$ cat src/rtl/rta_pkg.sv
// shared types and codes for the route table with aging
package rta_pkg;

  localparam logic [1:0] CMD_LOOKUP = 2'd0;
  localparam logic [1:0] CMD_UPDATE = 2'd1;
  localparam logic [1:0] CMD_TICK   = 2'd2;

  localparam logic [1:0] KIND_RREQ    = 2'd0;
  localparam logic [1:0] KIND_RREP    = 2'd1;
  localparam logic [1:0] KIND_PAYLOAD = 2'd2;

  localparam logic [31:0] TIMEOUT_RESET = 32'd20;

  typedef struct packed {
    logic [1:0]  command;
    logic [31:0] dest_addr;
    logic [47:0] next_hop_mac;
    logic [7:0]  hops;
    logic [7:0]  iface;
    logic        force_discovery;
    logic [1:0]  packet_kind;
    logic [30:0] bcast_id;
  } in_item_t;

  typedef struct packed {
    logic        hit;
    logic        stale_dropped;
    logic        written;
    logic        table_full;
    logic [47:0] out_mac;
    logic [7:0]  out_hops;
    logic [7:0]  out_iface;
    logic [30:0] out_bcast_id;
  } out_item_t;

  typedef struct packed {
    logic [31:0] key;
    logic [47:0] mac;
    logic [7:0]  hops;
    logic [7:0]  iface;
    logic [30:0] bcast;
    logic [31:0] stamp;
  } entry_t;

  typedef struct packed {
    logic load;
    logic scan;
    logic commit;
  } ctl_cmd_t;

  typedef struct packed {
    logic scan_done;
    logic out_full;
  } dp_sts_t;

endpackage

$ cat src/rtl/rta_ram.sv
// generic single write port ram with registered read
module rta_ram #(
  parameter int WIDTH = 8,
  parameter int DEPTH = 16
) (
  input  logic                     clk,
  input  logic                     wr_en,
  input  logic [$clog2(DEPTH)-1:0] wr_addr,
  input  logic [WIDTH-1:0]         wr_data,
  input  logic [$clog2(DEPTH)-1:0] rd_addr,
  output logic [WIDTH-1:0]         rd_data
);

  logic [WIDTH-1:0] mem [DEPTH];
  logic [WIDTH-1:0] rd_data_r;

  always_ff @(posedge clk) begin
    if (wr_en) begin
      mem[wr_addr] <= wr_data;
    end
    rd_data_r <= mem[rd_addr];
  end

  assign rd_data = rd_data_r;

endmodule

$ cat src/rtl/rta_ctrl.sv
// sequencing state machine for the route table
module rta_ctrl import rta_pkg::*; (
  input  logic     clk,
  input  logic     rst_n,
  input  logic     in_valid,
  output logic     in_ready,
  input  dp_sts_t  sts,
  output ctl_cmd_t cmd
);

  typedef enum logic [2:0] {
    ST_IDLE   = 3'b001,
    ST_SCAN   = 3'b010,
    ST_DECIDE = 3'b100
  } state_t;

  state_t state_r, state_nxt;

  assign in_ready   = (state_r == ST_IDLE);
  assign cmd.load   = in_valid && in_ready;
  assign cmd.scan   = (state_r == ST_SCAN);
  assign cmd.commit = (state_r == ST_DECIDE) && !sts.out_full;

  always_comb begin
    state_nxt = state_r;
    unique case (state_r)
      ST_IDLE: begin
        if (cmd.load) state_nxt = ST_SCAN;
      end
      ST_SCAN: begin
        if (sts.scan_done) state_nxt = ST_DECIDE;
      end
      ST_DECIDE: begin
        if (!sts.out_full) state_nxt = ST_IDLE;
      end
      default: begin
        state_nxt = ST_IDLE;
      end
    endcase
  end

  always_ff @(posedge clk) begin
    if (!rst_n) begin
      state_r <= ST_IDLE;
    end else begin
      state_r <= state_nxt;
    end
  end

endmodule

$ cat src/rtl/rta_dp.sv
// route table datapath: slot store, scan compare, decision and result register
module rta_dp import rta_pkg::*; #(
  parameter int TABLE_ENTRIES = 16
) (
  input  logic        clk,
  input  logic        rst_n,
  input  logic        cfg_wr_en,
  input  logic [31:0] cfg_wr_data,
  input  in_item_t    in_data,
  input  logic        out_ready,
  output logic        out_valid,
  output out_item_t   out_data,
  input  ctl_cmd_t    cmd,
  output dp_sts_t     sts
);

  localparam int IDX_W = $clog2(TABLE_ENTRIES);
  localparam logic [IDX_W-1:0] LAST_IDX = IDX_W'(TABLE_ENTRIES - 1);

  logic [31:0]              timeout_r, timeout_nxt;
  logic [31:0]              now_r, now_nxt;
  logic [TABLE_ENTRIES-1:0] valid_r, valid_nxt;
  logic [IDX_W-1:0]         cnt_r, cnt_nxt;
  logic                     chk_vld_r, chk_vld_nxt;
  logic [IDX_W-1:0]         chk_idx_r, chk_idx_nxt;
  logic                     match_r, match_nxt;
  logic                     stale_r, stale_nxt;
  logic [IDX_W-1:0]         match_idx_r, match_idx_nxt;
  entry_t                   ent_r, ent_nxt;
  logic                     free_vld_r, free_vld_nxt;
  logic [IDX_W-1:0]         free_idx_r, free_idx_nxt;
  in_item_t                 item_r, item_nxt;
  logic                     out_valid_r, out_valid_nxt;
  out_item_t                out_data_r, out_data_nxt;

  entry_t           rd_ent;
  entry_t           new_ent;
  logic             forced;
  logic             skip_scan;
  logic             key_eq;
  logic [31:0]      age;
  logic             fresh;
  logic             scan_done;
  logic             better;
  logic             ins_ok;
  logic [IDX_W-1:0] ins_idx;
  logic             wr_en;
  logic [IDX_W-1:0] wr_idx;
  logic             clr_en;
  logic             set_en;
  out_item_t        res;

  rta_ram #(
    .WIDTH ($bits(entry_t)),
    .DEPTH (TABLE_ENTRIES)
  ) u_slots (
    .clk     (clk),
    .wr_en   (cmd.commit && wr_en),
    .wr_addr (wr_idx),
    .wr_data (new_ent),
    .rd_addr (cnt_r),
    .rd_data (rd_ent)
  );

  // scan compare on the slot read last cycle
  assign forced = item_r.force_discovery &&
                  (item_r.packet_kind == KIND_RREQ || item_r.packet_kind == KIND_PAYLOAD);
  assign skip_scan = (item_r.command == CMD_LOOKUP && forced) ||
                     (item_r.command != CMD_LOOKUP && item_r.command != CMD_UPDATE);
  assign key_eq    = chk_vld_r && valid_r[chk_idx_r] && (rd_ent.key == item_r.dest_addr);
  assign age       = now_r - rd_ent.stamp;
  assign fresh     = (age < timeout_r);
  assign scan_done = skip_scan || (chk_vld_r && (key_eq || chk_idx_r == LAST_IDX));

  assign sts.scan_done = scan_done;
  assign sts.out_full  = out_valid_r && !out_ready;

  // decision on the scan outcome
  always_comb begin
    new_ent.key   = item_r.dest_addr;
    new_ent.mac   = item_r.next_hop_mac;
    new_ent.hops  = item_r.hops;
    new_ent.iface = item_r.iface;
    new_ent.bcast = item_r.bcast_id;
    new_ent.stamp = now_r;
    better  = (item_r.bcast_id > ent_r.bcast) ||
              (item_r.bcast_id == ent_r.bcast && item_r.hops < ent_r.hops);
    ins_ok  = free_vld_r || (match_r && stale_r);
    ins_idx = free_vld_r ? free_idx_r : match_idx_r;
    res     = '0;
    wr_en   = 1'b0;
    wr_idx  = match_idx_r;
    clr_en  = 1'b0;
    set_en  = 1'b0;
    unique case (item_r.command)
      CMD_LOOKUP: begin
        if (!forced) begin
          res.stale_dropped = match_r && stale_r;
          clr_en            = match_r && stale_r;
          if (match_r && !stale_r) begin
            res.hit          = 1'b1;
            res.out_mac      = ent_r.mac;
            res.out_hops     = ent_r.hops;
            res.out_iface    = ent_r.iface;
            res.out_bcast_id = ent_r.bcast;
          end
        end
      end
      CMD_UPDATE: begin
        res.stale_dropped = match_r && stale_r;
        clr_en            = match_r && stale_r;
        if (match_r && !stale_r) begin
          res.hit = 1'b1;
          if (better) begin
            wr_en            = 1'b1;
            res.written      = 1'b1;
            res.out_mac      = item_r.next_hop_mac;
            res.out_hops     = item_r.hops;
            res.out_iface    = item_r.iface;
            res.out_bcast_id = item_r.bcast_id;
          end else begin
            res.out_mac      = ent_r.mac;
            res.out_hops     = ent_r.hops;
            res.out_iface    = ent_r.iface;
            res.out_bcast_id = ent_r.bcast;
          end
        end else if (ins_ok) begin
          // lowest free slot, possibly the one just dropped
          wr_en            = 1'b1;
          wr_idx           = ins_idx;
          set_en           = 1'b1;
          res.written      = 1'b1;
          res.out_mac      = item_r.next_hop_mac;
          res.out_hops     = item_r.hops;
          res.out_iface    = item_r.iface;
          res.out_bcast_id = item_r.bcast_id;
        end else begin
          res.table_full = 1'b1;
        end
      end
      default: begin
      end
    endcase
  end

  always_comb begin
    timeout_nxt   = cfg_wr_en ? cfg_wr_data : timeout_r;
    now_nxt       = now_r;
    valid_nxt     = valid_r;
    cnt_nxt       = cnt_r;
    chk_vld_nxt   = chk_vld_r;
    chk_idx_nxt   = chk_idx_r;
    match_nxt     = match_r;
    stale_nxt     = stale_r;
    match_idx_nxt = match_idx_r;
    ent_nxt       = ent_r;
    free_vld_nxt  = free_vld_r;
    free_idx_nxt  = free_idx_r;
    item_nxt      = item_r;
    out_valid_nxt = out_valid_r && !out_ready;
    out_data_nxt  = out_data_r;

    if (cmd.load) begin
      item_nxt     = in_data;
      cnt_nxt      = '0;
      chk_vld_nxt  = 1'b0;
      match_nxt    = 1'b0;
      free_vld_nxt = 1'b0;
    end

    if (cmd.scan && !skip_scan) begin
      cnt_nxt     = (cnt_r == LAST_IDX) ? cnt_r : cnt_r + IDX_W'(1);
      chk_vld_nxt = !scan_done;
      chk_idx_nxt = cnt_r;
      if (key_eq) begin
        match_nxt     = 1'b1;
        stale_nxt     = !fresh;
        match_idx_nxt = chk_idx_r;
        ent_nxt       = rd_ent;
      end
      if (chk_vld_r && !valid_r[chk_idx_r] && !free_vld_r) begin
        free_vld_nxt = 1'b1;
        free_idx_nxt = chk_idx_r;
      end
    end

    if (cmd.commit) begin
      if (item_r.command == CMD_TICK) now_nxt = now_r + 32'd1;
      if (clr_en) valid_nxt[match_idx_r] = 1'b0;
      if (set_en) valid_nxt[ins_idx] = 1'b1;
      out_valid_nxt = 1'b1;
      out_data_nxt  = res;
    end
  end

  always_ff @(posedge clk) begin
    if (!rst_n) begin
      timeout_r   <= TIMEOUT_RESET;
      now_r       <= '0;
      valid_r     <= '0;
      cnt_r       <= '0;
      chk_vld_r   <= 1'b0;
      match_r     <= 1'b0;
      free_vld_r  <= 1'b0;
      out_valid_r <= 1'b0;
    end else begin
      timeout_r   <= timeout_nxt;
      now_r       <= now_nxt;
      valid_r     <= valid_nxt;
      cnt_r       <= cnt_nxt;
      chk_vld_r   <= chk_vld_nxt;
      match_r     <= match_nxt;
      free_vld_r  <= free_vld_nxt;
      out_valid_r <= out_valid_nxt;
    end
  end

  always_ff @(posedge clk) begin
    chk_idx_r   <= chk_idx_nxt;
    stale_r     <= stale_nxt;
    match_idx_r <= match_idx_nxt;
    ent_r       <= ent_nxt;
    free_idx_r  <= free_idx_nxt;
    item_r      <= item_nxt;
    out_data_r  <= out_data_nxt;
  end

  assign out_valid = out_valid_r;
  assign out_data  = out_data_r;

endmodule

$ cat src/rtl/route_table_with_aging.sv
// top level of the route table with aging
// lookup and update: the scan reads one slot per cycle through the slot ram read port
//   and stops at the first match
// tick and forced lookup skip the scan; result valid the cycle after the decision
// the next item is taken while a result still waits in the output register
// reset (synchronous, active low): all slots invalid, tick counter zero, timeout 20,
//   no clearing pass, the block is ready right after reset
module route_table_with_aging import rta_pkg::*; #(
  parameter int TABLE_ENTRIES = 16
) (
  input  logic        clk,
  input  logic        rst_n,
  input  logic        in_valid,
  output logic        in_ready,
  input  in_item_t    in_data,
  output logic        out_valid,
  input  logic        out_ready,
  output out_item_t   out_data,
  input  logic        cfg_wr_en,
  input  logic [31:0] cfg_wr_data
);

  // command and status between the sequencer and the datapath
  ctl_cmd_t cmd;
  dp_sts_t  sts;

  // sequencer: idle, scan, decide
  rta_ctrl u_ctrl (
    .clk      (clk),
    .rst_n    (rst_n),
    .in_valid (in_valid),
    .in_ready (in_ready),
    .sts      (sts),
    .cmd      (cmd)
  );

  // slot store, valid bits, tick counter, timeout register and result register
  rta_dp #(
    .TABLE_ENTRIES (TABLE_ENTRIES)
  ) u_dp (
    .clk         (clk),
    .rst_n       (rst_n),
    .cfg_wr_en   (cfg_wr_en),
    .cfg_wr_data (cfg_wr_data),
    .in_data     (in_data),
    .out_ready   (out_ready),
    .out_valid   (out_valid),
    .out_data    (out_data),
    .cmd         (cmd),
    .sts         (sts)
  );

  // one item in flight: an accepted item closes the input
  a_one_in_flight: assert property (@(posedge clk) disable iff (!rst_n)
    (in_valid && in_ready) |=> !in_ready)
    else $error("input accepted while an item is in flight");

  // a decision never overwrites a result that is still waiting
  a_no_overwrite: assert property (@(posedge clk) disable iff (!rst_n)
    cmd.commit |-> !(out_valid && !out_ready))
    else $error("result register overwritten");

  // a fresh hit excludes a stale drop and a full table
  a_hit_excl: assert property (@(posedge clk) disable iff (!rst_n)
    (out_valid && out_data.hit) |-> (!out_data.stale_dropped && !out_data.table_full))
    else $error("hit together with stale drop or full table");

  // a dropped insertion reports nothing written and no entry
  a_full_clean: assert property (@(posedge clk) disable iff (!rst_n)
    (out_valid && out_data.table_full) |-> (!out_data.written && out_data.out_mac == 48'd0))
    else $error("full table result carries entry data");

endmodule
$ cat config.mk
export PLATFORM = sky130hd
export DESIGN_NAME = route_table_with_aging
export DESIGN_NICKNAME = d
export VERILOG_FILES = /design/src/rtl/rta_pkg.sv /design/src/rtl/rta_ram.sv /design/src/rtl/rta_ctrl.sv /design/src/rtl/rta_dp.sv /design/src/rtl/route_table_with_aging.sv
export SDC_FILE = /design/constraint.sdc
export NUM_CORES = 2
export LEC_CHECK = 0
export ABC_CLOCK_PERIOD_IN_PS = 60300
export BUFFER_PORTS_ARGS = -buffer_cell sky130_fd_sc_hd__buf_2
export CAP_MARGIN = 20
export CORE_ASPECT_RATIO = 1.4
export CORE_UTILIZATION = 35
export DETAILED_ROUTE_END_ITERATION = 7
export PLACE_DENSITY = 0.61
export REMOVE_ABC_BUFFERS = 1
export SLEW_MARGIN = 20
export SYNTH_ARGS = -nofsm -noshare
export SYNTH_HDL_FRONTEND = slang
export SYNTH_SLANG_ARGS = --single-unit
$ cat constraint.sdc
create_clock -name clk -period 60.3 [get_ports clk]
set_input_delay 3.015 -clock clk [delete_from_list [all_inputs] [get_ports clk]]
set_output_delay 3.015 -clock clk [all_outputs]
set_load 0.1 [all_outputs]
==> metrics.txt <==
antenna-violating nets left=0; starting density of the core=35.21%; cell taking the most area after synthesis=edfxtp_1; DR DRC count=30; Crit Path Class=flop to flop; Post-CTS Hold Buffers=0; met2 Use GR=27.75%; fmax=136.9 MHz; Final Hold Fails=0; Synth Register Bits=3132; PnR worst setup slack=53.00 ns; r2r worst-path depth=12; sw frac=19.91%; die width=491.8 um; Port Buf Inserts=268; Setup Skew=0.08875 ns; Core ar.=333800 um^2; Die Y=687.7 um; Fill cells=29050; CP most frequent cell=buf_4; Multi-input gate area=24780 um^2; cells after synthesis=5164; CTS tree=done; Area Growth Syn to Fin=14.48%; clk root buf=clkbuf_16; Avg Inst Size Synth=22.76 um^2; first drt pass iteration count=8; total wire length=283.7 mm; Nets=5879; leakage power=42.17 nW; register area=91560 um^2; failing checks=DRC; hold path endpoint=u_dp.ent_r[41]; number of antenna violations at the first check in global routing=25; Num CTS Buffers=302; final setup vio count=0; Seq pwr share=55.1%; critical path buffer and inverter count=3; total number of vias=54130; Data arrival, critical path=7.77 ns; setup_tns=0 ns; post-DR vias/cell=5.264; hold_sp=u_dp.u_slots.rd_data[41]; drt wl/cell=27.59 um; Seq/Total Area, Yosys=77.89%; total grt overflow=0; die area=338200 um^2; Hold Path Class=flop to flop; Syn. warnings=0; P_int=3.495 mW; standard-cell rows=251; Final Cycle Share=12.11%; top cell type's share of synthesized area=73.63%; VDD IR-drop max=0.02186 mV; Slowest-stage cell, CP=nor4bb_4; clock sinks=3132; largest cells by area after synthesis=edfxtp_1 74%, mux4_2 15%, dfxtp_1 4.3%; Post-synth ARST share=0%; max-slew violation count=0; EDFF count, synth=2882; Comb pwr share=1.0%; vias in the first global route=56470; post-layout min period=7.305 ns; RSZ-0062 raised after global routing=no; Crit Reg-Reg Endpoint=u_dp.u_slots.mem[3][28]; pwr dens=32.44 nW/um^2; GR Layer Usage met3=2.319%; Worst setup SP type=flop; CP top delay family=buffers and inverters; Main synth FF type=edfxtp_1; cells along the critical path=ha_1 -> nand4_1 -> nor4_2 -> a21oi_1 -> o211ai_1 -> a211oi_1 -> o21ai_1 -> a32o_4 -> buf_4 -> nor4bb_4 -> buf_4 -> buf_4; Reg2Reg Setup Slack=53.00 ns; NetSw=0.8691 mW; global-route wire length before repair=407.3 mm; required time of the critical path=60.77 ns; First DRT Iteration DRCs=5277; crit end category=flop; post_cts resized=0; status=complete, but fails checks; dpl ws=52.29 ns; worst skew pair latency=0.90 ns; Post-Syn Area=117500 um^2; peak per-stage delay on the critical path=0.93 ns; R2R Path Start=u_dp.item_r[22]; CTS max path bufs=4; clock edge transition at the registers on the reported setup and hold paths=0.07 ns; max_slew headroom=23.92%; Slew @ Worst Pin=1.134 ns; Final Util=40.30%; H-tree depth=5; gr usage total=16.56%; I/O pins=270; gpl congestion=0.7583; pin count of the biggest net entering global routing=131; Hold Path Cell Cnt=0; layer with the highest usage=met2; MaxCap Viol Count=0; Yosys cell types=64; fraction of layout cells with a size suffix above 1=28.00%; met1 track demand over resource=22.72%; Final HPWL DP=141.9 mm; peak fanout along the critical path=43; Setup Buffers After CTS=0; clock power share=43.9%
cell type report:
cell class	instances	share of cell area, %
Sequential cell	3132	68.05
Multi-Input combinational cell	1688	18.41
Clock buffer	412	6.274
Tap cell	4427	4.117
Timing Repair Buffer	364	1.693
Clock inverter	135	1.098
Inverter	119	0.3413
Antenna cell	6	0.01116
logic make-up after synthesis:
family / synth area share, %
flops: 77.89
simple gates: 1.673
mux: 15.65
xor+xnor: 0.6110
buf+inv: 1.172
fa+ha+maj: 1.103
compound gates: 1.897
worst max-delay path by stage:
stage               startpoint                 endpoint  slack, ns  cells past startpoint
2_1_floorplan    u_dp.cnt_r[0]        u_dp.chk_idx_r[0]      31.17                      0
3_3_place_gp         out_ready  u_dp.u_slots.mem[4][74]      52.34                      9
3_5_place_dp         out_ready  u_dp.u_slots.mem[4][74]      52.29                      9
4_1_cts        u_dp.item_r[22]  u_dp.u_slots.mem[2][99]      52.94                     12
5_1_grt        u_dp.item_r[22]  u_dp.u_slots.mem[2][99]      52.74                     12
6_report       u_dp.item_r[22]  u_dp.u_slots.mem[3][28]      53.00                     12
through the flow:
step | instances | hold WS (ns) | total power [mW] | area, um^2
4_1_cts | 10280 | 0.3960 | 4.410 | 134500
3_5_place_dp | 9730 | 0.3887 | 2.498 | 124600
2_1_floorplan | 4939 | 0.3855 | 2.479 | 116600
6_report | 10280 | 0.3990 | 4.364 | 134500
5_1_grt | 10280 | 0.4048 | 4.491 | 134500
3_3_place_gp | 9730 | 0.3880 | 2.495 | 124600
sequential cells by signal (all words and copies together), names as in the netlist, 3 cells and up:
| signal | count |
|---|---|
| u_dp.item_r | 131 |
| u_ctrl.state_r | 3 |
| u_dp.ent_r | 95 |
| u_dp.match_idx_r | 4 |
| u_dp.u_slots.rd_data | 159 |
| u_dp.now_r | 32 |
| u_dp.chk_idx_r | 4 |
| u_dp.free_idx_r | 4 |
| u_dp.timeout_r | 32 |
| u_dp.valid_r | 16 |
| u_dp.cnt_r | 4 |
| u_dp.out_data | 99 |
| u_dp.u_slots.mem | 2544 |
synthesized netlist by cell type, drive strengths merged (13+ instances only):
cell / count
mux4: 800
xor2: 21
nor2: 57
nand4: 31
o21ai: 48
nand2: 64
a21o: 32
nand2b: 16
mux2i: 37
nor3: 13
buf: 96
inv: 119
ha: 102
dfxtp: 250
edfxtp: 2882
a21boi: 24
a31oi: 13
a22o: 95
and2: 31
xnor2: 61
nor4b: 14
nand3: 26
or3: 13
a21oi: 50
clkbuf: 129
nor2b: 51
power groups by stage:
stage | logic (mW) | clock network, mW | registers, mW
floorplan | 0.0364 | 0 | 2.44
global placement | 0.0467 | 0 | 2.45
detailed placement | 0.0467 | 0 | 2.45
CTS | 0.0469 | 1.96 | 2.40
global route | 0.0496 | 2.03 | 2.41
finish | 0.0450 | 1.92 | 2.40
routing by layer:
layer / up-vias / part of all wire [%] / routed length, um
met2: 1690 / 50 / 141100
met3: 382 / 5.5 / 15710
met5: - / 0.014 / 40
li1: 22530 / - / -
met1: 29520 / 43 / 120800
met4: 6 / 2.1 / 6090
layout by cell type, fill, tap and decap left out, drive strengths merged, types with 5 or more instances in the layout:
cell	Yosys	routed
a21o	32	32
mux2i	37	37
mux4	800	800
nand2b	16	16
nor4b	14	14
a22o	95	95
and3	9	9
o31ai	5	5
o21a	9	9
diode	0	6
nand4	31	31
clkbuf	129	412
edfxtp	2882	2882
and4	8	8
nand3	26	26
nand2	64	64
and2	31	31
nor2b	51	51
or3	13	13
a21boi	24	24
inv	119	132
nor3	13	13
xor2	21	21
clkinv	0	83
clkinvlp	0	13
bufinv	0	26
a21oi	50	50
nor2	57	57
xnor2	61	61
dfxtp	250	250
a31oi	13	13
a211oi	5	5
o21ai	48	48
buf	96	364
ha	102	102
Power figures use the tool's default switching activity.
